### src/rtl/core/htc_pkg.sv
`timescale 1ns / 1ps
`default_nettype none
// ----------------------------------------------------------------------------
// htc_pkg
// Shared types, character codes and the entity table of the text collapser.
// ----------------------------------------------------------------------------
package htc_pkg;

  localparam int BUF_BYTES = 6;
  localparam int BUF_W     = BUF_BYTES * 8;
  localparam int ENT_NUM   = 5;
  localparam int ENT_PRE   = 5;

  localparam logic [7:0] CH_TAB = 8'h09;
  localparam logic [7:0] CH_LF  = 8'h0A;
  localparam logic [7:0] CH_CR  = 8'h0D;
  localparam logic [7:0] CH_SP  = 8'h20;
  localparam logic [7:0] CH_AMP = 8'h26;
  localparam logic [7:0] CH_LT  = 8'h3C;
  localparam logic [7:0] CH_GT  = 8'h3E;
  localparam logic [7:0] CH_DQ  = 8'h22;

  localparam logic [11:0] MAX_CHARS_RST = 12'd511;

  typedef struct packed {
    logic load;
    logic step;
    logic finish;
  } htc_cmd_t;

  typedef struct packed {
    logic work;
    logic out_free;
  } htc_stat_t;

  // entity text, first character in the top byte, padded with zero
  function automatic logic [7:0] ent_byte_of(input logic [2:0] k, input logic [2:0] i);
    logic [47:0] s;
    logic [47:0] t;
    unique case (k)
      3'd0:    s = {"&amp;", 8'h00};
      3'd1:    s = {"&lt;", 16'h0000};
      3'd2:    s = {"&gt;", 16'h0000};
      3'd3:    s = "&quot;";
      3'd4:    s = "&nbsp;";
      default: s = '0;
    endcase
    t = s << {i, 3'b000};
    return t[47:40];
  endfunction

  function automatic logic [2:0] ent_len_of(input logic [2:0] k);
    unique case (k)
      3'd0:    return 3'd5;
      3'd1:    return 3'd4;
      3'd2:    return 3'd4;
      3'd3:    return 3'd6;
      3'd4:    return 3'd6;
      default: return 3'd0;
    endcase
  endfunction

  function automatic logic [7:0] ent_val_of(input logic [2:0] k);
    unique case (k)
      3'd0:    return CH_AMP;
      3'd1:    return CH_LT;
      3'd2:    return CH_GT;
      3'd3:    return CH_DQ;
      3'd4:    return CH_SP;
      default: return 8'h00;
    endcase
  endfunction

  function automatic logic is_ws(input logic [7:0] c);
    return (c == CH_CR) || (c == CH_LF) || (c == CH_TAB) || (c == CH_SP);
  endfunction

endpackage
`default_nettype wire

### src/rtl/core/htc_ctrl.sv
`timescale 1ns / 1ps
`default_nettype none
// ----------------------------------------------------------------------------
// htc_ctrl
// Sequencer: takes a byte, runs datapath steps until the byte is done, then
// closes the byte with a finish step.
// ----------------------------------------------------------------------------
module htc_ctrl (
  input  wire logic              clk,
  input  wire logic              rst,
  input  wire logic              s_axis_tvalid,
  output logic                   s_axis_tready,
  input  wire htc_pkg::htc_stat_t stat,
  output htc_pkg::htc_cmd_t      cmd
);
  import htc_pkg::*;

  localparam logic ST_IDLE = 1'b0;
  localparam logic ST_RUN  = 1'b1;

  logic state;
  logic state_next;

  assign s_axis_tready = (state == ST_IDLE);

  always_comb begin
    state_next = state;
    cmd        = '0;
    unique case (state)
      ST_IDLE: begin
        if (s_axis_tvalid) begin
          cmd.load   = 1'b1;
          state_next = ST_RUN;
        end
      end
      ST_RUN: begin
        if (stat.out_free) begin
          if (stat.work) begin
            cmd.step = 1'b1;
          end else begin
            cmd.finish = 1'b1;
            state_next = ST_IDLE;
          end
        end
      end
      default: state_next = ST_IDLE;
    endcase
  end

  always_ff @(posedge clk) begin
    if (rst) begin
      state <= ST_IDLE;
    end else begin
      state <= state_next;
    end
  end

endmodule
`default_nettype wire

### src/rtl/core/htc_datapath.sv
`timescale 1ns / 1ps
`default_nettype none
// ----------------------------------------------------------------------------
// htc_datapath
// Byte queue with entity prefix, tag and whitespace state, character
// counter, one-character hold stage and output register.
// ----------------------------------------------------------------------------
module htc_datapath (
  input  wire logic              clk,
  input  wire logic              rst,
  input  wire logic              cfg_we,
  input  wire logic [11:0]       cfg_wdata,
  input  wire logic [7:0]        in_byte,
  input  wire logic              in_last,
  input  wire htc_pkg::htc_cmd_t cmd,
  output htc_pkg::htc_stat_t     stat,
  output logic                   m_axis_tvalid,
  input  wire logic              m_axis_tready,
  output logic [7:0]             m_axis_tdata,
  output logic                   m_axis_tuser,
  output logic                   m_axis_tlast
);
  import htc_pkg::*;

  localparam logic [1:0] EXT_NONE   = 2'd0;
  localparam logic [1:0] EXT_PREFIX = 2'd1;
  localparam logic [1:0] EXT_DONE   = 2'd2;

  logic [11:0]      max_chars;
  logic [11:0]      count;
  logic             inside_tag;
  logic             space_pending;
  logic             full;
  logic             last_q;
  logic [BUF_W-1:0] qbuf;
  logic [2:0]       cnt;
  logic [2:0]       ent_len;
  logic             pend_v;
  logic [7:0]       pend_char;

  logic [BUF_W-1:0] qbuf_sh;
  logic [BUF_W-1:0] qbuf_ld;
  logic [7:0]       head;
  logic             have_q;
  logic             flush_case;
  logic [1:0]       ext_r;
  logic [7:0]       ext_val;

  logic             inside_next;
  logic             space_next;
  logic [2:0]       ent_len_next;
  logic [2:0]       shift_k;
  logic             emit;
  logic [7:0]       emit_char;
  logic             tc_en;
  logic [7:0]       tc_c;
  logic [2:0]       tc_k;

  assign qbuf_sh    = qbuf >> {ent_len, 3'b000};
  assign head       = qbuf_sh[7:0];
  assign have_q     = (cnt > ent_len);
  assign flush_case = !have_q && last_q && (ent_len != 3'd0);
  assign qbuf_ld    = (qbuf & ~({{(BUF_W-8){1'b0}}, 8'hFF} << {cnt, 3'b000}))
                    | ({{(BUF_W-8){1'b0}}, in_byte} << {cnt, 3'b000});

  assign stat.work     = !full && (have_q || flush_case);
  assign stat.out_free = !m_axis_tvalid || m_axis_tready;

  // entity prefix extension
  always_comb begin
    logic ok;
    ext_r   = EXT_NONE;
    ext_val = 8'h00;
    for (int k = ENT_NUM - 1; k >= 0; k--) begin
      ok = (ent_len < ent_len_of(3'(k)));
      for (int i = 0; i < ENT_PRE; i++) begin
        if ((3'(i) < ent_len) && (ent_byte_of(3'(k), 3'(i)) != qbuf[8*i +: 8])) begin
          ok = 1'b0;
        end
      end
      if (ent_byte_of(3'(k), ent_len) != head) begin
        ok = 1'b0;
      end
      if (ok) begin
        ext_r   = ((ent_len + 3'd1) == ent_len_of(3'(k))) ? EXT_DONE : EXT_PREFIX;
        ext_val = ent_val_of(3'(k));
      end
    end
  end

  // one processing step
  always_comb begin
    inside_next  = inside_tag;
    space_next   = space_pending;
    ent_len_next = ent_len;
    shift_k      = 3'd0;
    emit         = 1'b0;
    emit_char    = head;
    tc_en        = 1'b0;
    tc_c         = head;
    tc_k         = 3'd0;
    if (ent_len == 3'd0) begin
      if (head == CH_LT) begin
        inside_next = 1'b1;
        space_next  = 1'b1;
        shift_k     = 3'd1;
      end else if (inside_tag) begin
        if (head == CH_GT) inside_next = 1'b0;
        shift_k = 3'd1;
      end else if (head == CH_AMP) begin
        ent_len_next = 3'd1;
      end else begin
        tc_en = 1'b1;
        tc_c  = head;
        tc_k  = 3'd1;
      end
    end else if (flush_case || (ext_r == EXT_NONE)) begin
      tc_en = 1'b1;
      tc_c  = CH_AMP;
      tc_k  = 3'd1;
    end else if (ext_r == EXT_PREFIX) begin
      ent_len_next = ent_len + 3'd1;
    end else begin
      tc_en = 1'b1;
      tc_c  = ext_val;
      tc_k  = ent_len + 3'd1;
    end
    if (tc_en) begin
      if (is_ws(tc_c)) begin
        space_next   = 1'b1;
        shift_k      = tc_k;
        ent_len_next = 3'd0;
      end else if (space_pending && (count != 12'd0)) begin
        // pending space goes first, same byte is looked at again
        emit       = 1'b1;
        emit_char  = CH_SP;
        space_next = 1'b0;
      end else begin
        space_next   = 1'b0;
        emit         = 1'b1;
        emit_char    = tc_c;
        shift_k      = tc_k;
        ent_len_next = 3'd0;
      end
    end
  end

  always_ff @(posedge clk) begin
    if (rst) begin
      max_chars     <= MAX_CHARS_RST;
      count         <= '0;
      inside_tag    <= 1'b0;
      space_pending <= 1'b0;
      full          <= 1'b0;
      last_q        <= 1'b0;
      cnt           <= '0;
      ent_len       <= '0;
      pend_v        <= 1'b0;
      m_axis_tvalid <= 1'b0;
    end else begin
      if (cfg_we) max_chars <= cfg_wdata;
      if ((cmd.step && emit && pend_v) || (cmd.finish && (pend_v || last_q))) begin
        m_axis_tvalid <= 1'b1;
      end else if (m_axis_tready) begin
        m_axis_tvalid <= 1'b0;
      end
      if (cmd.load) begin
        cnt    <= cnt + 3'd1;
        last_q <= in_last;
        if (count >= max_chars) full <= 1'b1;
      end
      if (cmd.step) begin
        inside_tag    <= inside_next;
        space_pending <= space_next;
        ent_len       <= ent_len_next;
        cnt           <= cnt - shift_k;
        if (emit) begin
          count  <= count + 12'd1;
          pend_v <= 1'b1;
          if ((count + 12'd1) == max_chars) full <= 1'b1;
        end
      end
      if (cmd.finish) begin
        pend_v <= 1'b0;
        if (last_q) begin
          count         <= '0;
          inside_tag    <= 1'b0;
          space_pending <= 1'b0;
          full          <= 1'b0;
          last_q        <= 1'b0;
          cnt           <= '0;
          ent_len       <= '0;
        end else if (full) begin
          cnt     <= '0;
          ent_len <= '0;
        end
      end
    end
  end

  always_ff @(posedge clk) begin
    if (cmd.load) begin
      qbuf <= qbuf_ld;
    end else if (cmd.step) begin
      qbuf <= qbuf >> {shift_k, 3'b000};
    end
    if (cmd.step && emit) begin
      pend_char <= emit_char;
      if (pend_v) begin
        m_axis_tdata <= pend_char;
        m_axis_tuser <= 1'b1;
        m_axis_tlast <= 1'b0;
      end
    end
    if (cmd.finish) begin
      if (pend_v) begin
        m_axis_tdata <= pend_char;
        m_axis_tuser <= 1'b1;
        m_axis_tlast <= last_q;
      end else if (last_q) begin
        m_axis_tdata <= 8'h00;
        m_axis_tuser <= 1'b0;
        m_axis_tlast <= 1'b1;
      end
    end
  end

  a_queue_bounds: assert property (@(posedge clk) disable iff (rst)
    (ent_len <= cnt) && (cnt <= 3'(BUF_BYTES)))
    else $error("byte queue out of bounds");

  a_run_cleared: assert property (@(posedge clk) disable iff (rst)
    (cmd.finish && last_q) |=> (count == 12'd0) && !full && !inside_tag && (cnt == 3'd0))
    else $error("run state not cleared after final byte");

  a_no_emit_full: assert property (@(posedge clk) disable iff (rst)
    (cmd.step && emit) |-> !full)
    else $error("character emitted past the limit");

  a_out_slot: assert property (@(posedge clk) disable iff (rst)
    (cmd.step || cmd.finish) |-> stat.out_free)
    else $error("output register overwritten while held");

endmodule
`default_nettype wire

### src/rtl/core/html_text_collapser.sv
`timescale 1ns / 1ps
`default_nettype none
// ----------------------------------------------------------------------------
// html_text_collapser
// Streaming HTML body to plain text reducer, one input byte per transfer.
// ----------------------------------------------------------------------------
// Each accepted byte is loaded into the byte queue, then the step unit handles
// every byte in turn (the new byte and any bytes of a failed entity prefix
// that are replayed, up to six), every extra space emitted before a character
// and the flush of a partial entity at the end of a run; a finish step then
// closes the byte. Characters pass through a one-character hold stage so the
// final one can carry tlast; a byte's last character leaves when that byte
// is closed. The single step unit handles one byte or one character per
// cycle while the output register is free; steps wait while the output
// register holds an untaken transfer. A final byte that produces no
// character yields one transfer with tuser low and tlast high, after which
// a new run starts. max_chars may only be written while the block is idle.
// ----------------------------------------------------------------------------
module html_text_collapser (
  input  wire logic        clk,
  input  wire logic        rst,
  input  wire logic        cfg_we,
  input  wire logic [11:0] cfg_wdata,      // max_chars
  input  wire logic        s_axis_tvalid,
  output logic             s_axis_tready,
  input  wire logic [7:0]  s_axis_tdata,   // in_byte
  input  wire logic        s_axis_tlast,   // in_last
  output logic             m_axis_tvalid,
  input  wire logic        m_axis_tready,
  output logic [7:0]       m_axis_tdata,   // out_char
  output logic             m_axis_tuser,   // char_valid
  output logic             m_axis_tlast    // end_of_text
);
  import htc_pkg::*;

  htc_cmd_t  cmd;
  htc_stat_t stat;

  htc_ctrl u_ctrl (
    .clk           (clk),
    .rst           (rst),
    .s_axis_tvalid (s_axis_tvalid),
    .s_axis_tready (s_axis_tready),
    .stat          (stat),
    .cmd           (cmd)
  );

  htc_datapath u_datapath (
    .clk           (clk),
    .rst           (rst),
    .cfg_we        (cfg_we),
    .cfg_wdata     (cfg_wdata),
    .in_byte       (s_axis_tdata),
    .in_last       (s_axis_tlast),
    .cmd           (cmd),
    .stat          (stat),
    .m_axis_tvalid (m_axis_tvalid),
    .m_axis_tready (m_axis_tready),
    .m_axis_tdata  (m_axis_tdata),
    .m_axis_tuser  (m_axis_tuser),
    .m_axis_tlast  (m_axis_tlast)
  );

endmodule
`default_nettype wire

### config.mk
export PLATFORM = sky130hd
export DESIGN_NAME = html_text_collapser
export DESIGN_NICKNAME = d
export VERILOG_FILES = /design/src/rtl/core/htc_pkg.sv /design/src/rtl/core/htc_ctrl.sv /design/src/rtl/core/htc_datapath.sv /design/src/rtl/core/html_text_collapser.sv
export SDC_FILE = /design/constraint.sdc
export NUM_CORES = 1
export LEC_CHECK = 0
export BUFFER_PORTS_ARGS = -buffer_cell sky130_fd_sc_hd__buf_2
export CAP_MARGIN = 5
export CORE_UTILIZATION = 42
export DETAILED_ROUTE_END_ITERATION = 7
export SLEW_MARGIN = 0
export SYNTH_ARGS = -nofsm -noshare
export SYNTH_HDL_FRONTEND = slang
export SYNTH_HIERARCHICAL = 1
export SYNTH_SLANG_ARGS = --single-unit
### constraint.sdc
create_clock -name clk -period 11.5 [get_ports clk]
set_input_delay 3.45 -clock clk [delete_from_list [all_inputs] [get_ports clk]]
set_output_delay 3.45 -clock clk [all_outputs]
set_load 0.01 [all_outputs]
==> metrics.md, run 1 <==
| Metric | Value |
|---|---|
| Outcome | completed |
| R2R cell count | 21 |
| Max Cap Viol | 0 |
| Setup slack after layout | 5240 ps |
| Vias per inst | 6.369 |
| Detailed Route Iter0 Violations | 838 |
| Row count | 51 |
| Crit Path Category | reg2reg |
| Tot GR Track Use | 26.02% |
| Clock Skew | 14.38 ps |
| CTS resizes | 0 |
| Syn Inst Count | 937 |
| Final wirelength | 25.82 mm |
| Pin count of the biggest net entering global routing | 45 |
| Buf/Inv on CP | 4 |
| Async SR Flop Fraction | 0% |
| DP HPWL | 18.71 mm |
| Synth Net Count | 996 |
| Post CTS Setup Buffer Count | 0 |
| Nets | 999 |
| Leakage | 0.003475 uW |
| Yosys top cell by area | edfxtp_1 |
| DRC Markers | 0 |
| Grt ovf | 0 |
| GPL Wtd Cong | 0.9315 |
| Final setup viols | 0 |
| Sink Count | 103 |
| CP Depth | 21 |
| First-pass GRT wire length | 40.97 mm |
| Clk slew on worst S/H paths | 80 ps |
| Maximum buffer depth of the clock tree | 2 |
| Top FF cell, synth | edfxtp_1 |
| Hold_buf cts | 0 |
| Fin. Hold Viols | 0 |
| CP Data Required Time | 11810 ps |
| Post-Syn Area per Cell | 8.923 sq um |
| Die Y | 143.1 um |
| Initial antenna violation count | 0 |
| H-tree lvl count | 3 |
| Startpoint Class | flop |
| Worst Path Max Fanout | 39 |
| Synth warnings | 6 |
| Port bufs | 37 |
| CTS tree | done |
| DR WL/cell | 21.34 um |
| Synth cell count leaders | 89 x nand2_1, 76 x nor2_1, 56 x edfxtp_1 |
| PwrDens | 193.9 nW/um^2 |
| Post-synthesis sequential area ratio | 31.37% |
| Worst vdd ir | 0.1154 mV |
| Worst path max stage delay | 660 ps |
| Fmax | 159.8 MHz |
| Seq cells post-synth | 103 |
| Worst-path cell chain | buf_4 > clkinv_1 > ha_1 > xor2_1 > a31oi_1 > nor4b_2 > o2111ai_2 > or3b_1 > o221a_2 > a31oi_4 > mux2i_4 > a221oi_2 > nor2_4 > buf_4 > ha_1 > inv_1 > fa_1 > xor2_1 > or3_1 > mux2i_1 > or2_2 |
| TritonCTS buffer count | 9 |
| Clk_lat worst skew | 360 ps |
| Area added between synthesis and finish | 7.378% |
| Count of unique library cells instantiated by Yosys | 101 |
| Tcrit/Tclk final | 54.43% |
| Final min period | 6260 ps |
| Setup tns final | 0 ps |
| Top-Level Pins | 38 |
| Vias in the first global route | 7074 |
| Slew Viols, Final | 0 |
| Initial core utilization | 42.96% |
| Core ar. | 19460 sq um |
| Worst setup EP type | flop |
| HP Class | reg2reg |
| Yosys top cell area share | 20.11% |
| Dpl ws | 5309 ps |
| Root buffer cell | clkbuf_16 |
| Vias | 7706 |
| Relative slew slack | 13.23% |
| Cells on Worst Hold Path | 2 |
| Die X | 143.1 um |
| Area contributors post-synth | edfxtp_1 20%, dfxtp_1 11%, mux2i_1 5.6% |
| Unrepaired setup endpoints after global routing | no |
| Most common cell in the netlist | nand2_1 |
| EDFF count, synth | 56 |
| CP Data Arrival Time | 6570 ps |
| Post-DRT Antenna Nets | 0 |
| DR pass1 iterations | 5 |
| Ratio of cells with drive above 1 in the final layout | 14.07% |
| Crit path max-delay family | simple AND/OR/NAND/NOR gates |
| Ant. Diodes | 0 |
| Slowest-stage cell, CP | ha_1 |
| Die ar. | 20470 sq um |
| Worst-margin pin slew | 1292 ps |
| Mapped Area | 8361 sq um |
-- stage by stage --
step	util (%)	total power, uW	std cells	cell area (sq um)	hold slack [ps]
final	46.13	1741	1210	8977	457.7
after global placement	44.54	1402	1193	8668	450.4
after CTS	46.10	1729	1209	8972	462.6
after global routing	46.13	1840	1210	8977	481.8
after floorplan	-	1168	937	8361	448.7
after detailed placement	44.54	1405	1193	8668	452.0
-- cell families after synthesis --
group / synth area share, %
AND/OR/NAND/NOR: 20.35
AO/OA/AOI/OAI: 25.67
flip-flops: 31.37
buffers and inverters: 4.714
multiplexers: 9.832
adder cells (fa/ha/maj): 5.028
XOR/XNOR: 3.038
-- worst paths after layout --
check                                                       from                         endpoint  slack, ps
worst max-delay path            u_datapath/ent_len[1]$_SDFF_PP0_     u_datapath/cnt[2]$_SDFF_PP0_       5240
worst min-delay path             u_datapath/m_axis_tuser$_DFF_P_  u_datapath/m_axis_tuser$_DFF_P_        460
worst max register to register  u_datapath/ent_len[1]$_SDFF_PP0_     u_datapath/cnt[2]$_SDFF_PP0_       5240
worst min register to register   u_datapath/m_axis_tuser$_DFF_P_  u_datapath/m_axis_tuser$_DFF_P_        460
-- layout by cell type (no fill, tap or decap), drive strengths merged, types with 9 or more instances in the layout --
cell    instances
nor2b          16
or2            10
mux2           17
nand2          89
ha             32
inv            29
edfxtp         56
a31oi          17
buf            47
nor2           78
a22o           11
dfxtp          47
o21ai          33
mux2i          49
o211ai         24
a21o           10
and3           12
nand2b          9
a21oi          47
clkbuf          9
nor3           24
xnor2          18
xor2           11
o22ai          29
nand3          25
a22oi          37
-- flip-flops by register name (all words and copies together) (netlist names) --
| register | count |
|---|---|
| u_datapath/qbuf | 48 |
| u_datapath/count | 12 |
| u_datapath/max_chars | 12 |
| u_datapath/m_axis_tdata | 8 |
| u_datapath/pend_char | 8 |
| u_datapath/cnt | 3 |
| u_datapath/ent_len | 3 |
| u_ctrl/state | 1 |
| u_datapath/full | 1 |
| u_datapath/inside_tag | 1 |
| u_datapath/last_q | 1 |
| u_datapath/m_axis_tlast | 1 |
| u_datapath/m_axis_tuser | 1 |
| u_datapath/m_axis_tvalid | 1 |
| u_datapath/pend_v | 1 |
| u_datapath/space_pending | 1 |
-- layer usage --
layer  up-vias  track usage (%)  part of all wire (%)
li1       3602                -                     -
met1      3686            37.37                    46
met2       362            39.38                    44
met3        56            3.622                   7.4
met4         0            9.394                   2.9
met5         -                0                     0
-- where the power goes --
part | switching (uW) | leakage, uW | internal [uW]
Sequential | 166 | 0.000933 | 522
Combinational | 434 | 0.00240 | 298
Clock | 149 | 0.000140 | 171
Total | 749 | 0.00347 | 991
-- worst register-to-register path: stages (launching register included) --
cell and delay [ps]:
dfxtp_1 320, buf_4 390, clkinv_1 470, ha_1 660, xor2_1 190, a31oi_1 120, nor4b_2 540, o2111ai_2 190
or3b_1 400, o221a_2 220, a31oi_4 270, mux2i_4 330, a221oi_2 110, nor2_4 110, buf_4 470, ha_1 260
inv_1 50, fa_1 370, xor2_1 180, or3_1 320, mux2i_1 130, or2_2 110
-- final cells by class --
cell class / count / area [sq um]
Clock inverter: 7 / 78.83
Multi-Input combinational cell: 748 / 5344
Timing Repair Buffer: 47 / 257.7
Inverter: 31 / 116.4
Clock buffer: 9 / 225.2
Tap cell: 265 / 331.6
Fill cell: 1908 / 10490
Sequential cell: 103 / 2624
Note: power is estimated with default switching activity, not from simulation.
==> inputs of run 2 (changes only) <==
Clock period 11.5 ns to 6.38 ns, I/O delays scaled along.
==> run 2 against run 1 <==
  * Highest routed layer unchanged
  * Worst hold slack better by 12 ps
  * Routed wire length shrank 1.5%
  * Count of clock-buffer cells in the layout unchanged
  * First-iteration DRC count grew 5.4%
  * Sequential share of layout area is 0.25 points lower
  * Final area up 0.86%
  * Combinational power rose by 82%
  * Die area is the same
  * Sequential cell count unchanged
  * Setup slack got worse by 4800 ps
  * Core utilization increased by 0.40 points
  * Cell count up 0.91%
  * Largest cell class unchanged
==> metrics.md, run 2 (synthesis results as in run 1) <==
| Metric | Value |
|---|---|
| Outcome | completed |
| Worst-path cell chain | or4b_1 > o32ai_1 > a221oi_1 > a2111oi_0 > o2111ai_1 > a221oi_2 > o211ai_1 > a21oi_1 > o221a_2 > o22ai_1 > nor2_4 > ha_1 > inv_1 > fa_1 > xor2_1 > or3_1 > mux2i_1 > or2_2 |
| Nets | 1010 |
| DRC Markers | 0 |
| Initial core utilization | 42.96% |
| Tot GR Track Use | 25.30% |
| First-pass GRT wire length | 40.03 mm |
| Worst-margin pin slew | 1212 ps |
| Row count | 51 |
| Fin. Hold Viols | 0 |
| HP Start | u_datapath/m_axis_tuser$_DFF_P_ |
| DP HPWL | 19.01 mm |
| Worst Path Max Fanout | 7 |
| Hold_buf cts | 0 |
| Combinational share of power | 42.8% |
| Power Total | 3109 uW |
| Sink Count | 103 |
| Dpl ws | 675.2 ps |
| Fillers | 1878 |
| Grt ovf | 0 |
| Vias in the first global route | 6975 |
| Slew Viols, Final | 0 |
| Cells on Worst Hold Path | 2 |
| Clk_lat worst skew | 370 ps |
| Setup tns final | 0 ps |
| CP Data Required Time | 6690 ps |
| Leakage | 0.003537 uW |
| Ant. Diodes | 0 |
| Clk slew on worst S/H paths | 90 ps |
| Tcrit/Tclk final | 93.07% |
| Max reg flops | 48 |
| DR WL/cell | 20.84 um |
| Hold endpoint | u_datapath/m_axis_tuser$_DFF_P_ |
| Reg2reg start | u_datapath/qbuf[33]$_DFFE_PP_ |
| Unrepaired setup endpoints after global routing | no |
| Worst setup EP type | flop |
| GPL Wtd Cong | 0.9338 |
| Switching Fraction | 43.31% |
| Root buffer cell | clkbuf_16 |
| Die ar. | 20470 sq um |
| Relative slew slack | 18.34% |
| Maximum buffer depth of the clock tree | 2 |
| Worst vdd ir | 0.2085 mV |
| Initial antenna violation count | 0 |
| HP Class | reg2reg |
| Clock Skew | 17.27 ps |
| Clk pwr share | 18.3% |
| Startpoint Class | flop |
| Fmax | 168.4 MHz |
| Worst R2R End | u_datapath/cnt[2]$_SDFF_PP0_ |
| Die X | 143.1 um |
| Post-DRT Antenna Nets | 0 |
| Vias | 7729 |
| Reg-to-reg slack, setup | 440 ps |
| PwrDens | 343.4 nW/um^2 |
| Crit Path Category | reg2reg |
| Ratio of cells with drive above 1 in the final layout | 15.06% |
| Detailed Route Iter0 Violations | 883 |
| Regs by FF count | u_datapath/qbuf: 48 flops, u_datapath/count: 12 flops, u_datapath/max_chars: 12 flops |
| CP Data Arrival Time | 6250 ps |
| TritonCTS buffer count | 9 |
| Port bufs | 37 |
| Top reg by flops | u_datapath/qbuf |
| Pin count of the biggest net entering global routing | 32 |
| Setup slack after layout | 442.4 ps |
| Area added between synthesis and finish | 8.306% |
| Final wirelength | 25.44 mm |
| R2R cell count | 18 |
| Top-Level Pins | 38 |
| Post CTS Setup Buffer Count | 0 |
| H-tree lvl count | 3 |
| Net Sw Power | 1347 uW |
| CTS tree | done |
| Worst path max stage delay | 670 ps |
| DR pass1 iterations | 7 |
| Sequential share of power | 38.9% |
| Most common cell after layout, fill and taps aside | nand2_1 |
| Final min period | 5938 ps |
| Die Y | 143.1 um |
| Final setup viols | 0 |
| Critical Path Source | u_datapath/qbuf[33]$_DFFE_PP_ |
| Vias per inst | 6.330 |
| Most frequent cells in the layout | 89 x nand2_1, 76 x nor2_1, 56 x edfxtp_1 |
| Cell-internal power | 1762 uW |
| Slowest-stage cell, CP | a2111oi_0 |
| Max Cap Viol | 0 |
| Final core area utilization | 46.53% |
| CTS resizes | 0 |
| Core ar. | 19460 sq um |
run 2: cell type report:
cell class,count,area (sq um),area share [%]
clock buffer,9,225.2,2.487
clock inverter,7,71.32,0.7876
inverter,31,116.4,1.285
multi-input combinational,748,5344,59.02
sequential,103,2624,28.98
tap,265,331.6,3.662
timing repair buffer,58,342.8,3.786
run 2: how the worst max path moves through the flow:
stage / cells after the start / endpoint / slack [ps]
floorplan: 24 / u_datapath/cnt[2]$_SDFF_PP0_ / 930
global placement: 15 / u_datapath/count[2]$_SDFF_PP0_ / 590
detailed placement: 18 / u_datapath/cnt[2]$_SDFF_PP0_ / 680
CTS: 18 / u_datapath/cnt[2]$_SDFF_PP0_ / 630
global route: 18 / u_datapath/cnt[2]$_SDFF_PP0_ / 70
finish: 18 / u_datapath/cnt[2]$_SDFF_PP0_ / 440
run 2: layer usage:
| metal | global-route usage [%] | share of wire (%) |
|---|---|---|
| met5 | 0 | 0 |
| met4 | 8.263 | 2.3 |
| met3 | 4.158 | 7.4 |
| met2 | 37.66 | 43 |
| met1 | 36.80 | 47 |
run 2: metrics by stage:
| stage | hold slack [ps] | instance area (sq um) | instances |
|---|---|---|---|
| final | 469.4 | 9055 | 1221 |
| after global routing | 504.1 | 9055 | 1221 |
| after CTS | 473.0 | 9055 | 1221 |
| after detailed placement | 460.8 | 8758 | 1205 |
| after global placement | 443.4 | 8758 | 1205 |
| after floorplan | 448.7 | 8361 | 937 |
run 2: power by group through the flow:
stage	Clock (uW)	Sequential [uW]	Combinational, uW
floorplan	0	1100	1000
global placement	0	1210	1300
detailed placement	0	1210	1310
CTS	579	1200	1320
global route	600	1230	1450
finish	568	1210	1330
run 2: worst max-delay path: cells and delay by family (launching register included):
kind                     cells  cell delay, ps
AND/OR/NAND/NOR              4            1300
AO/OA/AOI/OAI                9            3150
adder cells (fa/ha/maj)      2             570
multiplexers                 1             130
XOR/XNOR                     1             180
buffers and inverters        1              50
flip-flops                   1             510
==> inputs of run 3 (changes only) <==
--- a/config.mk
+++ b/config.mk
@@ -11,2 +11,3 @@
 export DETAILED_ROUTE_END_ITERATION = 7
+export GPL_TIMING_DRIVEN = 1
 export SLEW_MARGIN = 0
==> constraint.sdc (replaced) <==
create_clock -name clk -period 6.38 [get_ports clk]
set_input_delay 0.319 -clock clk [delete_from_list [all_inputs] [get_ports clk]]
set_output_delay 0.319 -clock clk [all_outputs]
set_load 0.01 [all_outputs]
==> run 3 against run 2 <==
  * Sequential cell count did not move
  * Clock power up 6.5%
  * Core utilization fell by 0.051 points
==> metrics.md, run 3 (synthesis results as in run 1) <==
| Metric | Value |
|---|---|
| Most common cell after layout, fill and taps aside | nand2_1 |
| DRC Markers | 0 |
| Met3 wire len | 1.986 mm |
| HP Start | cfg_wdata[6] |
| Initial core utilization | 42.96% |
| H-tree lvl count | 3 |
| Max Cap Viol | 0 |
| Tcrit/Tclk final | 92.62% |
| Detailed Route Iter0 Violations | 919 |
| Fillers | 1859 |
| Port bufs | 37 |
| CP Data Required Time | 6700 ps |
| Hold endpoint | u_datapath/max_chars[6]$_SDFFE_PP1P_ |
| Unrepaired setup endpoints after global routing | no |
| Register Area | 2624 sq um |
| Maximum buffer depth of the clock tree | 2 |
| Clk slew on worst S/H paths | 80 ps |
| TritonCTS buffer count | 9 |
| CTS tree | done |
| Area after DPL | 8728 sq um |
| R2R cell count | 18 |
| Nets | 1007 |
| Worst-margin pin slew | 1176 ps |
| Regs by FF count | u_datapath/qbuf: 48 flops, u_datapath/count: 12 flops, u_datapath/max_chars: 12 flops |
| Cell area after layout | 9045 sq um |
| Worst setup EP type | flop |
| Ant. Diodes | 0 |
| Cells on Worst Hold Path | 3 |
| Startpoint Class | flop |
| Crit Path Category | reg2reg |
| Wire length on met1 | 12.06 mm |
| Initial antenna violation count | 1 |
| Worst R2R End | u_datapath/cnt[2]$_SDFF_PP0_ |
| Leakage | 0.003525 uW |
| Tot GR Track Use | 25.62% |
| Pin count of the biggest net entering global routing | 44 |
| Outcome | completed |
| Top reg by flops | u_datapath/qbuf |
| Die ar. | 20470 sq um |
| Vias per inst | 6.361 |
| HP Class | in2reg |
| Die Y | 143.1 um |
| PwrDens | 347.6 nW/um^2 |
| Clk_lat worst skew | 370 ps |
| Root buffer cell | clkbuf_16 |
| DR WL/cell | 20.85 um |
| Area added between synthesis and finish | 8.186% |
| Slew Viols, Final | 0 |
| Hold_buf cts | 0 |
| Relative slew slack | 21.01% |
| DR pass1 iterations | 6 |
| Clock Skew | 16.08 ps |
| Final setup viols | 0 |
| Core ar. | 19460 sq um |
| Post CTS Setup Buffer Count | 0 |
| Fmax | 169.2 MHz |
| Grt ovf | 0 |
| Vias | 7748 |
| Vias in the first global route | 7023 |
| DR top layer | met4 |
| Final min period | 5909 ps |
| Die X | 143.1 um |
| Reg-to-reg slack, setup | 470 ps |
| Ratio of cells with drive above 1 in the final layout | 14.80% |
| Row count | 51 |
| DP HPWL | 18.48 mm |
| Worst vdd ir | 0.2577 mV |
| First-pass GRT wire length | 40.23 mm |
| Area taken by multi-input logic gates | 5344 sq um |
| Most frequent cells in the layout | 89 x nand2_1, 76 x nor2_1, 56 x edfxtp_1 |
| Post-DRT Antenna Nets | 0 |
| Final wirelength | 25.39 mm |
| Setup tns final | 0 ps |
| Reg2reg start | u_datapath/ent_len[0]$_SDFF_PP0_ |
| Max reg flops | 48 |
| Worst Path Max Fanout | 31 |
| GPL Wtd Cong | 0.9069 |
| Sink Count | 103 |
| Top-Level Pins | 38 |
| Fin. Hold Viols | 0 |
| CP Data Arrival Time | 6230 ps |
| CTS resizes | 0 |
| Met2 wire len | 10.78 mm |
run 3: changes by cell type in the layout (fill, tap and decap cells not counted):
cell,before,now
buf_4,21,17
clkbuf_16,9,10
clkinvlp_4,0,1
inv_6,1,0
clkinv_4,2,1
buf_2,37,38
run 3: through the flow:
step	power, uW	instances	setup slack (ps)	hold slack (ps)	utilization [%]
floorplan	2104	937	930.7	388.7	-
global placement	2502	1201	717.8	442.0	44.85
detailed placement	2511	1201	643.2	447.5	44.85
CTS	3118	1217	577.0	153.9	46.45
global route	3335	1218	159.6	153.7	46.47
finish	3144	1218	470.8	158.1	46.47
run 3: worst max-delay path, stage by stage (launching register included):
cell,delay [ps]
dfxtp_2,790
nor2b_1,660
a22o_1,240
a221oi_1,70
a2111oi_0,560
o2111ai_1,390
a221oi_2,460
o221a_2,400
a41oi_1,230
nor3_2,240
mux2_4,220
a21oi_1,130
nor2_1,170
nand2_1,90
fa_1,420
xor2_1,180
or3_1,330
mux2i_1,140
or2_2,120
run 3: worst max-delay path by stage:
stage,startpoint,to,slack [ps],cells past startpoint
floorplan,u_datapath/ent_len[0]$_SDFF_PP0_,u_datapath/cnt[2]$_SDFF_PP0_,930,24
global placement,u_datapath/ent_len[2]$_SDFF_PP0_,u_datapath/cnt[2]$_SDFF_PP0_,720,19
detailed placement,u_datapath/ent_len[0]$_SDFF_PP0_,u_datapath/cnt[2]$_SDFF_PP0_,640,18
CTS,u_datapath/ent_len[0]$_SDFF_PP0_,u_datapath/cnt[2]$_SDFF_PP0_,580,18
global route,u_datapath/ent_len[0]$_SDFF_PP0_,u_datapath/cnt[2]$_SDFF_PP0_,160,18
finish,u_datapath/ent_len[0]$_SDFF_PP0_,u_datapath/cnt[2]$_SDFF_PP0_,470,18
run 3: power breakdown:
| part | switching [uW] | internal, uW |
|---|---|---|
| registers | 274 | 939 |
| clock network | 306 | 300 |
| logic | 781 | 545 |
run 3: layer usage:
metal | up-vias | global-route usage [%]
li1 | 3626 | -
met1 | 3726 | 37.69
met2 | 350 | 37.38
met3 | 46 | 4.494
met4 | 0 | 8.376
met5 | - | 0
run 3: area by class of cell:
type | instances | area share [%]
multi-input combinational | 748 | 59.08
sequential | 103 | 29.01
tap | 265 | 3.666
timing repair buffer | 55 | 3.514
clock buffer | 10 | 2.767
inverter | 31 | 1.286
clock inverter | 6 | 0.6778
